==> src/hw/rtl/ffw_pkg.sv <==
// Shared types and constants of the frame filter and forwarder.
// Used by ffw_out_seq and frame_filter_and_forwarder; depends on nothing.
package ffw_pkg;

    // Bytes at or past this position of a frame are not forwarded.
    localparam int FORWARD_LIMIT = 100;
    // Header bytes 0 to 14 are held; byte 14 triggers the verdict.
    localparam int HDR_LEN       = 15;
    localparam int HDR_IDX_W     = $clog2(HDR_LEN);
    localparam int POS_W         = $clog2(FORWARD_LIMIT + 1);

    // Result queue between the filter and the output register.
    localparam int Q_DEPTH       = 16;
    localparam int Q_AW          = $clog2(Q_DEPTH);

    localparam int CNT_W         = 16;
    localparam int TDATA_W       = 48;

    // Configuration register indexes.
    typedef enum logic [2:0] {
        CFG_OWN_A   = 3'd0,
        CFG_OWN_B   = 3'd1,
        CFG_TYPE    = 3'd2,
        CFG_TADDR_0 = 3'd3,
        CFG_TADDR_1 = 3'd4,
        CFG_TNET_0  = 3'd5,
        CFG_TNET_1  = 3'd6
    } t_cfg_idx;

    typedef enum logic {
        KIND_BYTE    = 1'b0,
        KIND_VERDICT = 1'b1
    } t_kind;

    typedef enum logic [2:0] {
        V_SAME_NET    = 3'd0,
        V_SENT        = 3'd1,
        V_FILTERED    = 3'd2,
        V_UNKNOWN_SRC = 3'd3,
        V_BAD_NET     = 3'd4,
        V_NO_PORT     = 3'd5
    } t_verdict;

    // Header bytes, entry i is frame byte i.
    typedef logic [HDR_LEN-1:0][7:0] t_snap;

    // One queue entry: a single result, or (burst set) a verdict that is
    // followed by the header bytes of the snapshot.
    typedef struct packed {
        t_kind             kind;
        logic [7:0]        data;
        logic              port;
        logic              last;
        t_verdict          verdict;
        logic [CNT_W-1:0]  recv_cnt;
        logic [CNT_W-1:0]  drop_cnt;
        logic              burst;
        logic              hdr_last;
    } t_entry;

    typedef struct packed {
        logic full;
        logic snap_busy;
    } t_seq_status;

endpackage

==> src/hw/rtl/ffw_out_seq.sv <==
// Result queue, header burst sequencer and output register.
// Depends on ffw_pkg.
module ffw_out_seq (
    input  logic                   i_clk,
    input  logic                   i_rst_n,
    input  logic                   i_push,
    input  ffw_pkg::t_entry        i_push_entry,
    input  logic                   i_snap_we,
    input  ffw_pkg::t_snap         i_snap,
    output ffw_pkg::t_seq_status   o_status,
    output logic                   m_axis_tvalid,
    input  logic                   m_axis_tready,
    // tdata, low bit up: out_byte[7:0], out_port[8], verdict[11:9],
    // received_count[27:12], dropped_count[43:28], zero[47:44]
    output logic [ffw_pkg::TDATA_W-1:0] m_axis_tdata,
    // tuser: item_kind
    output logic                   m_axis_tuser,
    // tlast: out_last
    output logic                   m_axis_tlast
);
    import ffw_pkg::*;

    localparam logic [HDR_IDX_W-1:0] HDR_LAST = HDR_IDX_W'(HDR_LEN - 1);
    localparam int PAD_W = TDATA_W - 8 - 1 - 3 - 2 * CNT_W;

    typedef struct packed {
        t_kind             kind;
        logic [7:0]        data;
        logic              port;
        logic              last;
        t_verdict          verdict;
        logic [CNT_W-1:0]  recv_cnt;
        logic [CNT_W-1:0]  drop_cnt;
    } t_result;

    t_entry                r_q [Q_DEPTH];
    logic [Q_AW-1:0]       r_wr;
    logic [Q_AW-1:0]       r_rd;
    logic [Q_AW:0]         r_cnt;
    t_snap                 r_snap;
    logic                  r_snap_busy;
    logic                  r_seq_hdr;
    logic [HDR_IDX_W-1:0]  r_hidx;
    logic                  r_out_valid;
    t_result               r_out;

    t_entry                w_head;
    logic                  w_empty;
    logic                  w_load;
    logic                  w_take;
    logic                  w_pop;
    t_result               n_out;

    assign w_head  = r_q[r_rd];
    assign w_empty = (r_cnt == '0);
    assign w_load  = !r_out_valid || m_axis_tready;
    assign w_take  = w_load && !w_empty;

    always_comb begin
        w_pop = 1'b0;
        n_out = '{kind: w_head.kind, data: w_head.data, port: w_head.port,
                  last: w_head.last, verdict: w_head.verdict,
                  recv_cnt: w_head.recv_cnt, drop_cnt: w_head.drop_cnt};
        if (w_head.burst && r_seq_hdr) begin
            // header byte of a sent frame
            n_out.kind    = KIND_BYTE;
            n_out.data    = r_snap[r_hidx];
            n_out.last    = w_head.hdr_last && (r_hidx == HDR_LAST);
            n_out.verdict = V_SAME_NET;
        end
        if (w_take) begin
            w_pop = !w_head.burst || (r_seq_hdr && (r_hidx == HDR_LAST));
        end
    end

    always_ff @(posedge i_clk) begin
        if (!i_rst_n) begin
            r_wr        <= '0;
            r_rd        <= '0;
            r_cnt       <= '0;
            r_snap_busy <= 1'b0;
            r_seq_hdr   <= 1'b0;
            r_hidx      <= '0;
            r_out_valid <= 1'b0;
        end else begin
            if (i_push) begin
                r_wr <= r_wr + 1'b1;
            end
            if (w_pop) begin
                r_rd <= r_rd + 1'b1;
            end
            case ({i_push, w_pop})
                2'b10:   r_cnt <= r_cnt + 1'b1;
                2'b01:   r_cnt <= r_cnt - 1'b1;
                default: r_cnt <= r_cnt;
            endcase
            if (w_load) begin
                r_out_valid <= !w_empty;
            end
            if (w_take && w_head.burst) begin
                if (!r_seq_hdr) begin
                    r_seq_hdr <= 1'b1;
                    r_hidx    <= '0;
                end else if (r_hidx == HDR_LAST) begin
                    r_seq_hdr <= 1'b0;
                end else begin
                    r_hidx <= r_hidx + 1'b1;
                end
            end
            if (w_pop && w_head.burst) begin
                r_snap_busy <= 1'b0;
            end
            if (i_snap_we) begin
                r_snap_busy <= 1'b1;
            end
        end
    end

    always_ff @(posedge i_clk) begin
        if (i_push) begin
            r_q[r_wr] <= i_push_entry;
        end
        if (i_snap_we) begin
            r_snap <= i_snap;
        end
        if (w_take) begin
            r_out <= n_out;
        end
    end

    assign o_status.full      = (r_cnt == (Q_AW + 1)'(Q_DEPTH));
    assign o_status.snap_busy = r_snap_busy;

    assign m_axis_tvalid = r_out_valid;
    assign m_axis_tuser  = r_out.kind;
    assign m_axis_tlast  = r_out.last;
    assign m_axis_tdata  = {{PAD_W{1'b0}}, r_out.drop_cnt, r_out.recv_cnt,
                            r_out.verdict, r_out.port, r_out.data};

endmodule

==> src/hw/rtl/frame_filter_and_forwarder.sv <==
// Frame filter and forwarder: top level with filter, router and config.
// Depends on ffw_pkg and ffw_out_seq.
// Path of an item: input register, result queue, output register.
// Throughput: one item a cycle; input stalls only when the 16-entry result queue is full
// or byte 14 of a frame meets the unsent 15-byte header burst of an earlier frame.
// Reset: synchronous, active low; clears counts and position, reloads defaults.
module frame_filter_and_forwarder (
    input  logic        i_clk,
    input  logic        i_rst_n,
    // configuration write channel
    input  logic        i_cfg_valid,
    output logic        o_cfg_ready,
    input  logic [2:0]  i_cfg_index,
    input  logic [47:0] i_cfg_data,
    // frame in
    input  logic        s_axis_tvalid,
    output logic        s_axis_tready,
    // tdata: frame_byte[7:0]
    input  logic [7:0]  s_axis_tdata,
    // tlast: frame_end
    input  logic        s_axis_tlast,
    // results out
    output logic        m_axis_tvalid,
    input  logic        m_axis_tready,
    // tdata, low bit up: out_byte[7:0], out_port[8], verdict[11:9],
    // received_count[27:12], dropped_count[43:28], zero[47:44]
    output logic [ffw_pkg::TDATA_W-1:0] m_axis_tdata,
    // tuser: item_kind
    output logic        m_axis_tuser,
    // tlast: out_last
    output logic        m_axis_tlast
);
    import ffw_pkg::*;

    localparam logic [POS_W-1:0] POS_JUDGE = POS_W'(HDR_LEN - 1);
    localparam logic [POS_W-1:0] POS_LIMIT = POS_W'(FORWARD_LIMIT);
    localparam logic [POS_W-1:0] POS_FINAL = POS_W'(FORWARD_LIMIT - 1);
    localparam logic             HDR_ENDS  = (FORWARD_LIMIT <= HDR_LEN);

    // Configuration registers
    logic [47:0]      r_own_a;
    logic [47:0]      r_own_b;
    logic [15:0]      r_ftype;
    logic [47:0]      r_taddr_0;
    logic [47:0]      r_taddr_1;
    logic [7:0]       r_tnet_0;
    logic [7:0]       r_tnet_1;

    // Input register
    logic             r_in_valid;
    logic [7:0]       r_in_byte;
    logic             r_in_end;

    // Frame state
    t_snap            r_hdr;
    logic [POS_W-1:0] r_pos;
    logic             r_fa;
    logic             r_eport;
    logic [CNT_W-1:0] r_passed;
    logic [CNT_W-1:0] r_rejected;

    logic [POS_W-1:0] n_pos;
    logic             n_fa;
    logic             n_eport;
    logic [CNT_W-1:0] n_passed;
    logic [CNT_W-1:0] n_rejected;

    t_seq_status      w_status;
    logic             w_proceed;
    logic             w_push;
    t_entry           w_entry;
    logic             w_snap_we;
    t_snap            w_snap;

    // Verdict logic, all on the held header and the byte in the input register
    logic [47:0]      w_dst;
    logic [47:0]      w_src;
    logic [15:0]      w_type;
    logic             w_pass;
    logic [7:0]       w_net;
    logic [47:0]      w_newdst;
    logic             w_port;
    t_verdict         w_verdict;

    assign o_cfg_ready = 1'b1;

    always_ff @(posedge i_clk) begin
        if (!i_rst_n) begin
            r_own_a   <= '0;
            r_own_b   <= '0;
            r_ftype   <= 16'habcd;
            r_taddr_0 <= 48'h0800_272e_1175;
            r_taddr_1 <= 48'h0800_2700_2bb3;
            r_tnet_0  <= 8'd1;
            r_tnet_1  <= 8'd2;
        end else if (i_cfg_valid) begin
            case (t_cfg_idx'(i_cfg_index))
                CFG_OWN_A:   r_own_a   <= i_cfg_data;
                CFG_OWN_B:   r_own_b   <= i_cfg_data;
                CFG_TYPE:    r_ftype   <= i_cfg_data[15:0];
                CFG_TADDR_0: r_taddr_0 <= i_cfg_data;
                CFG_TADDR_1: r_taddr_1 <= i_cfg_data;
                CFG_TNET_0:  r_tnet_0  <= i_cfg_data[7:0];
                CFG_TNET_1:  r_tnet_1  <= i_cfg_data[7:0];
                default:     r_own_a   <= r_own_a;
            endcase
        end
    end

    // Hold the item while the queue is full, or while byte 14 would need the
    // snapshot that an earlier header burst still occupies.
    assign w_proceed = r_in_valid && !w_status.full
                       && !((r_pos == POS_JUDGE) && w_status.snap_busy);
    assign s_axis_tready = !r_in_valid || w_proceed;

    always_ff @(posedge i_clk) begin
        if (!i_rst_n) begin
            r_in_valid <= 1'b0;
        end else if (s_axis_tready) begin
            r_in_valid <= s_axis_tvalid;
        end
    end

    always_ff @(posedge i_clk) begin
        if (s_axis_tvalid && s_axis_tready) begin
            r_in_byte <= s_axis_tdata;
            r_in_end  <= s_axis_tlast;
        end
    end

    // Destination and source go byte 0 first, most significant.
    assign w_dst  = {r_hdr[0], r_hdr[1], r_hdr[2], r_hdr[3], r_hdr[4], r_hdr[5]};
    assign w_src  = {r_hdr[6], r_hdr[7], r_hdr[8], r_hdr[9], r_hdr[10], r_hdr[11]};
    assign w_type = {r_hdr[12], r_hdr[13]};

    always_comb begin
        w_pass    = ((w_dst == r_own_a) || (w_dst == r_own_b)) && (w_type == r_ftype);
        w_net     = r_tnet_0;
        w_newdst  = r_taddr_0;
        w_port    = 1'b0;
        w_verdict = V_SENT;
        if (!w_pass) begin
            w_verdict = V_FILTERED;
        end else begin
            // unknown source wins over the network check
            if (w_src == r_taddr_0) begin
                w_net = r_tnet_0;
            end else if (w_src == r_taddr_1) begin
                w_net = r_tnet_1;
            end else begin
                w_verdict = V_UNKNOWN_SRC;
            end
            if (w_verdict == V_SENT) begin
                if (w_net == r_in_byte) begin
                    w_verdict = V_SAME_NET;
                end else if (r_in_byte == 8'd1) begin
                    w_newdst = r_taddr_0;
                end else if (r_in_byte == 8'd2) begin
                    w_newdst = r_taddr_1;
                end else begin
                    w_verdict = V_BAD_NET;
                end
            end
            if (w_verdict == V_SENT) begin
                if (w_net == 8'd1) begin
                    w_port = 1'b0;
                end else if (w_net == 8'd2) begin
                    w_port = 1'b1;
                end else begin
                    w_verdict = V_NO_PORT;
                end
            end
        end
    end

    // Header snapshot with the destination rewritten, for the burst.
    always_comb begin
        for (int i = 0; i < HDR_LEN; i++) begin
            if (i < 6) begin
                w_snap[i] = w_newdst[8 * (5 - i) +: 8];
            end else if (i < HDR_LEN - 1) begin
                w_snap[i] = r_hdr[i];
            end else begin
                w_snap[i] = r_in_byte;
            end
        end
    end

    always_comb begin
        n_pos      = r_pos;
        n_fa       = r_fa;
        n_eport    = r_eport;
        n_passed   = r_passed;
        n_rejected = r_rejected;
        w_push     = 1'b0;
        w_snap_we  = 1'b0;
        w_entry    = '0;
        if (w_proceed) begin
            if (r_pos < POS_JUDGE) begin
                // short frame: drop
                if (r_in_end) begin
                    n_rejected      = r_rejected + 1'b1;
                    w_push          = 1'b1;
                    w_entry.kind    = KIND_VERDICT;
                    w_entry.verdict = V_FILTERED;
                end
            end else if (r_pos == POS_JUDGE) begin
                if (w_pass) begin
                    n_passed = r_passed + 1'b1;
                end else begin
                    n_rejected = r_rejected + 1'b1;
                end
                w_push           = 1'b1;
                w_entry.kind     = KIND_VERDICT;
                w_entry.verdict  = w_verdict;
                w_entry.hdr_last = r_in_end || HDR_ENDS;
                if (w_verdict == V_SENT) begin
                    w_entry.port  = w_port;
                    w_entry.burst = 1'b1;
                    w_snap_we     = 1'b1;
                    n_eport       = w_port;
                    n_fa          = !(r_in_end || HDR_ENDS);
                end
            end else if (r_fa && (r_pos < POS_LIMIT)) begin
                w_push       = 1'b1;
                w_entry.kind = KIND_BYTE;
                w_entry.data = r_in_byte;
                w_entry.port = r_eport;
                w_entry.last = r_in_end || (r_pos == POS_FINAL);
                if (w_entry.last) begin
                    n_fa = 1'b0;
                end
            end
            w_entry.recv_cnt = n_passed;
            w_entry.drop_cnt = n_rejected;
            // advance position, saturate at the forward limit
            if (r_in_end) begin
                n_pos = '0;
                n_fa  = 1'b0;
            end else if (r_pos < POS_LIMIT) begin
                n_pos = r_pos + 1'b1;
            end
        end
    end

    always_ff @(posedge i_clk) begin
        if (!i_rst_n) begin
            r_pos      <= '0;
            r_fa       <= 1'b0;
            r_eport    <= 1'b0;
            r_passed   <= '0;
            r_rejected <= '0;
        end else begin
            r_pos      <= n_pos;
            r_fa       <= n_fa;
            r_eport    <= n_eport;
            r_passed   <= n_passed;
            r_rejected <= n_rejected;
        end
    end

    // Header store: bytes 0 to 14 of the current frame.
    always_ff @(posedge i_clk) begin
        if (w_proceed && (r_pos <= POS_JUDGE)) begin
            r_hdr[r_pos[HDR_IDX_W-1:0]] <= r_in_byte;
        end
    end

    ffw_out_seq u_out_seq (
        .i_clk         (i_clk),
        .i_rst_n       (i_rst_n),
        .i_push        (w_push),
        .i_push_entry  (w_entry),
        .i_snap_we     (w_snap_we),
        .i_snap        (w_snap),
        .o_status      (w_status),
        .m_axis_tvalid (m_axis_tvalid),
        .m_axis_tready (m_axis_tready),
        .m_axis_tdata  (m_axis_tdata),
        .m_axis_tuser  (m_axis_tuser),
        .m_axis_tlast  (m_axis_tlast)
    );

    // Forwarding only runs once the header has been judged.
    a_fwd_after_header: assert property (@(posedge i_clk) disable iff (!i_rst_n)
        r_fa |-> (r_pos > POS_JUDGE))
        else $error("forwarding active inside the header");

    // Never overwrite a snapshot whose burst is still queued.
    a_snap_free: assert property (@(posedge i_clk) disable iff (!i_rst_n)
        w_snap_we |-> !w_status.snap_busy)
        else $error("header snapshot overwritten while busy");

    // Never push into a full result queue.
    a_queue_room: assert property (@(posedge i_clk) disable iff (!i_rst_n)
        w_push |-> !w_status.full)
        else $error("result queue overflow");

    // A verdict item never closes a forwarded frame.
    a_verdict_not_last: assert property (@(posedge i_clk) disable iff (!i_rst_n)
        (m_axis_tvalid && (m_axis_tuser == KIND_VERDICT)) |-> !m_axis_tlast)
        else $error("verdict item marked last");

endmodule

==> config.mk <==
export PLATFORM = sky130hd
export DESIGN_NAME = frame_filter_and_forwarder
export DESIGN_NICKNAME = d
export VERILOG_FILES = /design/src/hw/rtl/ffw_pkg.sv /design/src/hw/rtl/ffw_out_seq.sv /design/src/hw/rtl/frame_filter_and_forwarder.sv
export SDC_FILE = /design/constraint.sdc
export NUM_CORES = 2
export LEC_CHECK = 0
export ABC_AREA = 1
export CAP_MARGIN = 10
export CORE_ASPECT_RATIO = 0.6
export CORE_MARGIN = 1
export CORE_UTILIZATION = 60
export CTS_CLUSTER_SIZE = 20
export DETAILED_ROUTE_END_ITERATION = 7
export DONT_BUFFER_PORTS = 1
export HOLD_SLACK_MARGIN = 0.08
export PLACE_DENSITY = 0.76
export SKIP_LAST_GASP = 1
export SLEW_MARGIN = 20
export SYNTH_ARGS = -nofsm -noshare
export SYNTH_HDL_FRONTEND = slang
export SYNTH_SLANG_ARGS = --single-unit
export TNS_END_PERCENT = 20
==> constraint.sdc <==
create_clock -name i_clk -period 16.1 [get_ports i_clk]
set_input_delay 2.415 -clock i_clk [delete_from_list [all_inputs] [get_ports i_clk]]
set_output_delay 2.415 -clock i_clk [all_outputs]
set_load 0.05 [all_outputs]
# Yosys cells after proc, flatten, opt, wreduce, memory -nomap -nowiden
# Memories as Yosys holds them, arrays and structs flattened. A register that Yosys moved wholly into a read port is not among the register bits.
# Cells that the tools add are included.
# W data, S select, Z words.
# word_totals
reg_bits	581
latch_bits	0
mem_bits_rw	768
romBits	0
inputBits	65
out_inout_bits	53
wordCells	228
mem_count	1
# classes
addsub	8
n_mul	0
div	0
order_cmp	6
n_eq_ne	28
shifts	0
n_mux	81
bitwise_logic	1
n_reduce_logical	44
# mem_list
name	depth	word_bits	read_ports	rd_clocked_by_memory_dff	wr	line_no	text
u_out_seq.r_q	16	48	1	1	1	ffw_out_seq.sv:36	t_entry r_q [Q_DEPTH];
# op_table
cell	count
$mux W48	6
$eq A48 B48 Y1	4
$bwmux W120	1
$mux W16	7
$mux W8	7
$mux W3	12
$add A16 B1 Y16 const B	2
$bmux W8 S4	1
$demux W8 S4	1
$mux W1	31
$mux W10	2
$mux W4	5
$reduce_and A2 Y1	9
$eq A16 B16 Y1	1
$eq A8 B1 Y1 const B	2
$eq A8 B2 Y1 const B	2
$logic_and A1 B1 Y1	14
$mux W7	2
$add A4 B1 Y4 const B	3
$eq A3 B1 Y1 const B	4
$lt A4 B5 Y1 const B	2
$mux W2	5
$pmux W5 S2	1
$eq A3 B3 Y1 const B	3
26 further kinds	41

# Longest topological paths before layout
# logic_depth
ltp_word	19
depth_mapped	24

# Modules after synthesis
# A second synthesis with hierarchy kept.
# hier_totals
hier_cells	5004
area_unflattened_um2	55355.6
# by_module_without_submodules
mod	instances	cells_each	area_per_inst_um2
ffw_out_seq	1	2677	37079.3
frame_filter_and_forwarder	1	2327	18276.3

# Worst setup path before layout
# No wires, ideal clock.
# synth_path
path_kind	reg2reg
from	register r_hdr[88] in the netlist's numbering
to	memory u_out_seq.r_q[0][1] in the netlist's numbering, data pin
setup_time_ps	718
t_arrival_ps	4474
required_time_ps	15382
slack_ps	10908
path_stages_with_launch	17
path_buffers	1
cell_sequence	edfxtp_1 xnor2_1 nand2_1 nor2_1 nand2_1 nor2_1 nand3_2 nand2_2 buf_6 nand2_1 nand2_1 nand2_1 nor2_1 nand2_1 nor2_1 nand4_1 inv_1
# synth_rtl
item	line_no	text
start, declared	frame_filter_and_forwarder.sv:55	t_snap r_hdr;
start signal, assigned by index	frame_filter_and_forwarder.sv:265	r_hdr[r_pos[HDR_IDX_W-1:0]] <= r_in_byte;
end, declared	ffw_out_seq.sv:36	

# Final worst setup path
# layout_path
from	register r_pos[3]
to	output port s_axis_tready
# layout_via
elab_chain_len	5
# layout_lines
item	line_no	text
start, declared	frame_filter_and_forwarder.sv:56	logic [POS_W-1:0] r_pos;
start signal, assigned	frame_filter_and_forwarder.sv:254	r_pos <= n_pos;
$eq A7 B4 Y1	frame_filter_and_forwarder.sv:113	&& !((r_pos == POS_JUDGE) && w_status.snap_busy);
$logic_and A1 B1 Y1	frame_filter_and_forwarder.sv:113	
$logic_not A1 Y1	frame_filter_and_forwarder.sv:113	
$logic_and A1 B1 Y1	frame_filter_and_forwarder.sv:113	
$logic_or A1 B1 Y1	frame_filter_and_forwarder.sv:114	assign s_axis_tready = !r_in_valid || w_proceed;
end, declared	frame_filter_and_forwarder.sv:17	output logic s_axis_tready,
# Every way passes these cells.

==> PnR_summary.wiki <==
{| class="wikitable"
! Metric !! Value
|-
| Max-capacitance violation count || 0
|-
| Die Width || 395.5 um
|-
| Drt wl/cell || about 24 um
|-
| Largest area contributor in the synthesized netlist || edfxtp_1
|-
| EDFF count, synth || between 1000 and 1500
|-
| Fillcell total || roughly 6600
|-
| Largest cells by area after synthesis || edfxtp_1 57%, dfxtp_1 10%, o21ai_0 5.3%, mux2i_1 3.4%, inv_1 3.3%
|-
| Pins Over Slew Limit || 0
|-
| Type of the most critical hold path || register to register
|-
| Final clock period utilization by the worst path || a little over a third
|-
| Wire length of the first global-routing pass || ~210000 um
|-
| Total routing usage reported by global routing || between 30% and 40%
|-
| Sequential share of the synthesized area || approximately 67%
|-
| Post-synthesis cell count || about 5000
|-
| Total number of vias || ~37000
|-
| Netlist area before placement || about 56000 um2
|-
| Count of routing violations after the opening detailed-route iteration || between 5000 and 6000
|-
| Required time of the critical path || about 14 ns
|-
| Floorplan die height || roughly 240 um
|-
| ANT cells || 0
|-
| Post-detailed-route count of antenna-violating nets || 0
|-
| Fin cells || 6113
|-
| Post-CTS clock slew at the launch and capture registers of the worst setup and hold paths || ~0.060 ns
|-
| Clock insertion delay at the later pin of the skew report || 0.74 ns
|-
| Most frequently used cell type in the post-synthesis netlist || edfxtp_1
|-
| Leakage dissipation || ~22 nW
|-
| Detailed placer's ending HPWL || roughly 85000 um
|-
| Register bit total from synthesis || around 1300
|-
| Core outline area || 91890 um2
|-
| Final Hold Vio Count || 0
|-
| Count of placed standard cells including taps || slightly below 6000
|-
| Fin nets || approximately 4900
|-
| Critical path arrival || approximately 3.2 ns
|-
| Setup repair after global routing missed its margin || no
|-
| Num CTS Buffers || around 120
|-
| Initial cell density of the core || between 60 and 70%
|-
| Setup repair bufs after CTS || 0
|-
| Transition at the pin with the smallest max-transition slack || 1.138 ns
|-
| Sum of routed wire length over all layers || around 140000 um
|-
| Maximum clock skew at final layout || approximately 0.051 ns
|-
| Resized cells post-CTS || 0
|-
| Highest attainable clock frequency || about 0.18 GHz
|-
| Growth of design area from synthesis to finish || 8.974%
|-
| CTS Hold Bufs || 0
|-
| Overall die area || 94140 um2
|-
| Outcome || finished clean
|-
| Largest net degree at the start of global routing || roughly 230
|-
| Kind of critical path || register to primary output
|-
| Deepest level of the CTS H-tree || 3
|-
| Most numerous cell types in the synthesized netlist || 1055 x edfxtp_1, 593 x o21ai_0, 483 x inv_1
|-
| I/O pin cnt || 118
|-
| Startpoint class of the critical path || register
|-
| Final critical-path required period || between 5 and 6 ns
|-
| Worst rel slew slack || between 20% and 30%
|-
| Via count of the first global-routing pass || 34210
|-
| CTS tree || yes
|-
| Kind of capture point of the worst setup path || primary output
|-
| Number of endpoints failing setup at the final stage || 0
|-
| Area share of the largest cell type after synthesis || a little under three fifths
|-
| Bufs on Longest Clock Path || 3
|-
| Top FF cell, synth || edfxtp_1
|-
| Cell at the root of the clock tree || clkbuf_16
|-
| Power density normalized to cell area || 141.0 nW/um2
|-
| Average footprint of a synthesized cell || around 11 um2
|-
| Initial antenna violation count || 5
|-
| Overflow after GRT || 0
|-
| Count of distinct cell types in the synthesized netlist || 52
|-
| Number of sinks on the clock net || 1345
|-
| First drt pass iteration count || 6
|-
| Maximum resistive drop on vdd || ~110 uV
|-
| Count of buffers from port buffering || 0
|-
| Placer congestion estimate || approximately 0.91
|-
| Post-route DRC || 0
|-
| Share of cells above drive strength 1 || under 10%
|-
| Cell row count || between 80 and 90
|-
| Post-detailed-route via-to-cell ratio || slightly above 6
|-
| Post-route setup TNS || 0 ns
|-
| Maximum net fanout on the critical path || 23
|-
| Number of warnings reported in the yosys synthesis log || 0
|-
| FFs w/ async S/R, synth || 0%
|}
==> cells in the final DEF, fill, tap and decap left out, types with 17 or more instances in the layout <==
cell,n
inv_1,476
mux2i_1,190
buf_4,58
xnor2_1,171
dfxtp_1,286
nand2_1,456
o211ai_1,182
o21ai_0,593
clkinv_1,26
edfxtp_1,1055
a221oi_1,18
nor3_1,24
ha_1,17
nand3_1,121
o21ai_1,24
nor2_1,433
nor2_4,17
xor2_1,20
nand4_1,41
clkbuf_16,120
clkinv_2,29
a21oi_1,331
==> through the flow <==
step	hold slack (ns)	setup WS (ns)	power (W)	util, %	area, um2
2_1_floorplan	0.4297	10.91	0.005327	-	55740
3_3_place_gp	0.4485	11.45	0.005755	61.87	56850
3_5_place_dp	0.4588	11.32	0.005785	61.87	56860
4_1_cts	0.4676	10.58	0.008562	66.05	60700
5_1_grt	0.4981	10.20	0.008867	66.09	60730
6_report	0.4687	10.50	0.008565	66.09	60730
==> path summary, 6_finish.rpt <==
kind / from / endpoint / slack (ns) / cells after the start
worst max-delay path: r_pos[3] / s_axis_tready / 10.50 / 9
worst min-delay path: r_own_a[23] / r_own_a[23] / 0.47 / 2
worst max register to register: r_hdr[66] / u_out_seq.r_snap[38] / 11.15 / 16
worst min register to register: r_own_a[23] / r_own_a[23] / 0.47 / 2
==> power breakdown <==
group          internal, W  switching, W
logic             0.000479       0.00103
clock network      0.00154       0.00128
registers          0.00390      0.000330
total              0.00592       0.00265
==> final cells by class <==
type                       count  area (um2)  area share [%]
clock inverter                77       659.4           1.086
inverter                     489        1843           3.035
timing repair buffer          61       478.0          0.7870
clock buffer                 144        3183           5.241
multi-input combinational   2765       15520           25.56
tap                         1232        1541           2.538
sequential                  1345       37500           61.75
==> registers in the layout (all words and copies together) (netlist names), 16 cells and up, named ones only <==
signal and count:
u_out_seq.r_q 768, u_out_seq.r_snap 120, r_hdr 112, r_own_a 48, r_own_b 48, r_taddr_0 48, r_taddr_1 48, u_out_seq.m_axis_tdata 44
r_ftype 16, r_passed 16, r_rejected 16
==> metal layers <==
metal	up-vias	wire length [um]	global-route usage [%]
met3	245	19090	10.13
met2	1995	58150	41.33
li1	16910	-	-
met1	17870	63390	46.75
met5	-	158	1.071
met4	4	3614	8.073
==> logic make-up (layout without fill, tap and decap cells) <==
group           after synthesis  after routing  synth area share [%]
compound gates             1211           1211                 12.13
xor+xnor                    191            191                 3.002
fa+ha+maj                    18             18                0.4176
buf+inv                     756            771                 5.258
flops                      1345           1345                 67.26
mux                         190            190                 3.413
other cells                   2              5               0.01348
simple gates               1150           1150                 8.505
==> worst max-delay path, stage by stage (launching register included) <==
cell,delay (ns)
dfxtp_1,0.38
nand2_1,0.16
nor2_1,0.19
inv_1,0.10
nor3_2,0.62
nand2_1,0.13
and3_1,0.20
buf_4,0.21
clkinv_1,0.08
nand2_1,0.35
(Power assumes the default switching activity.)
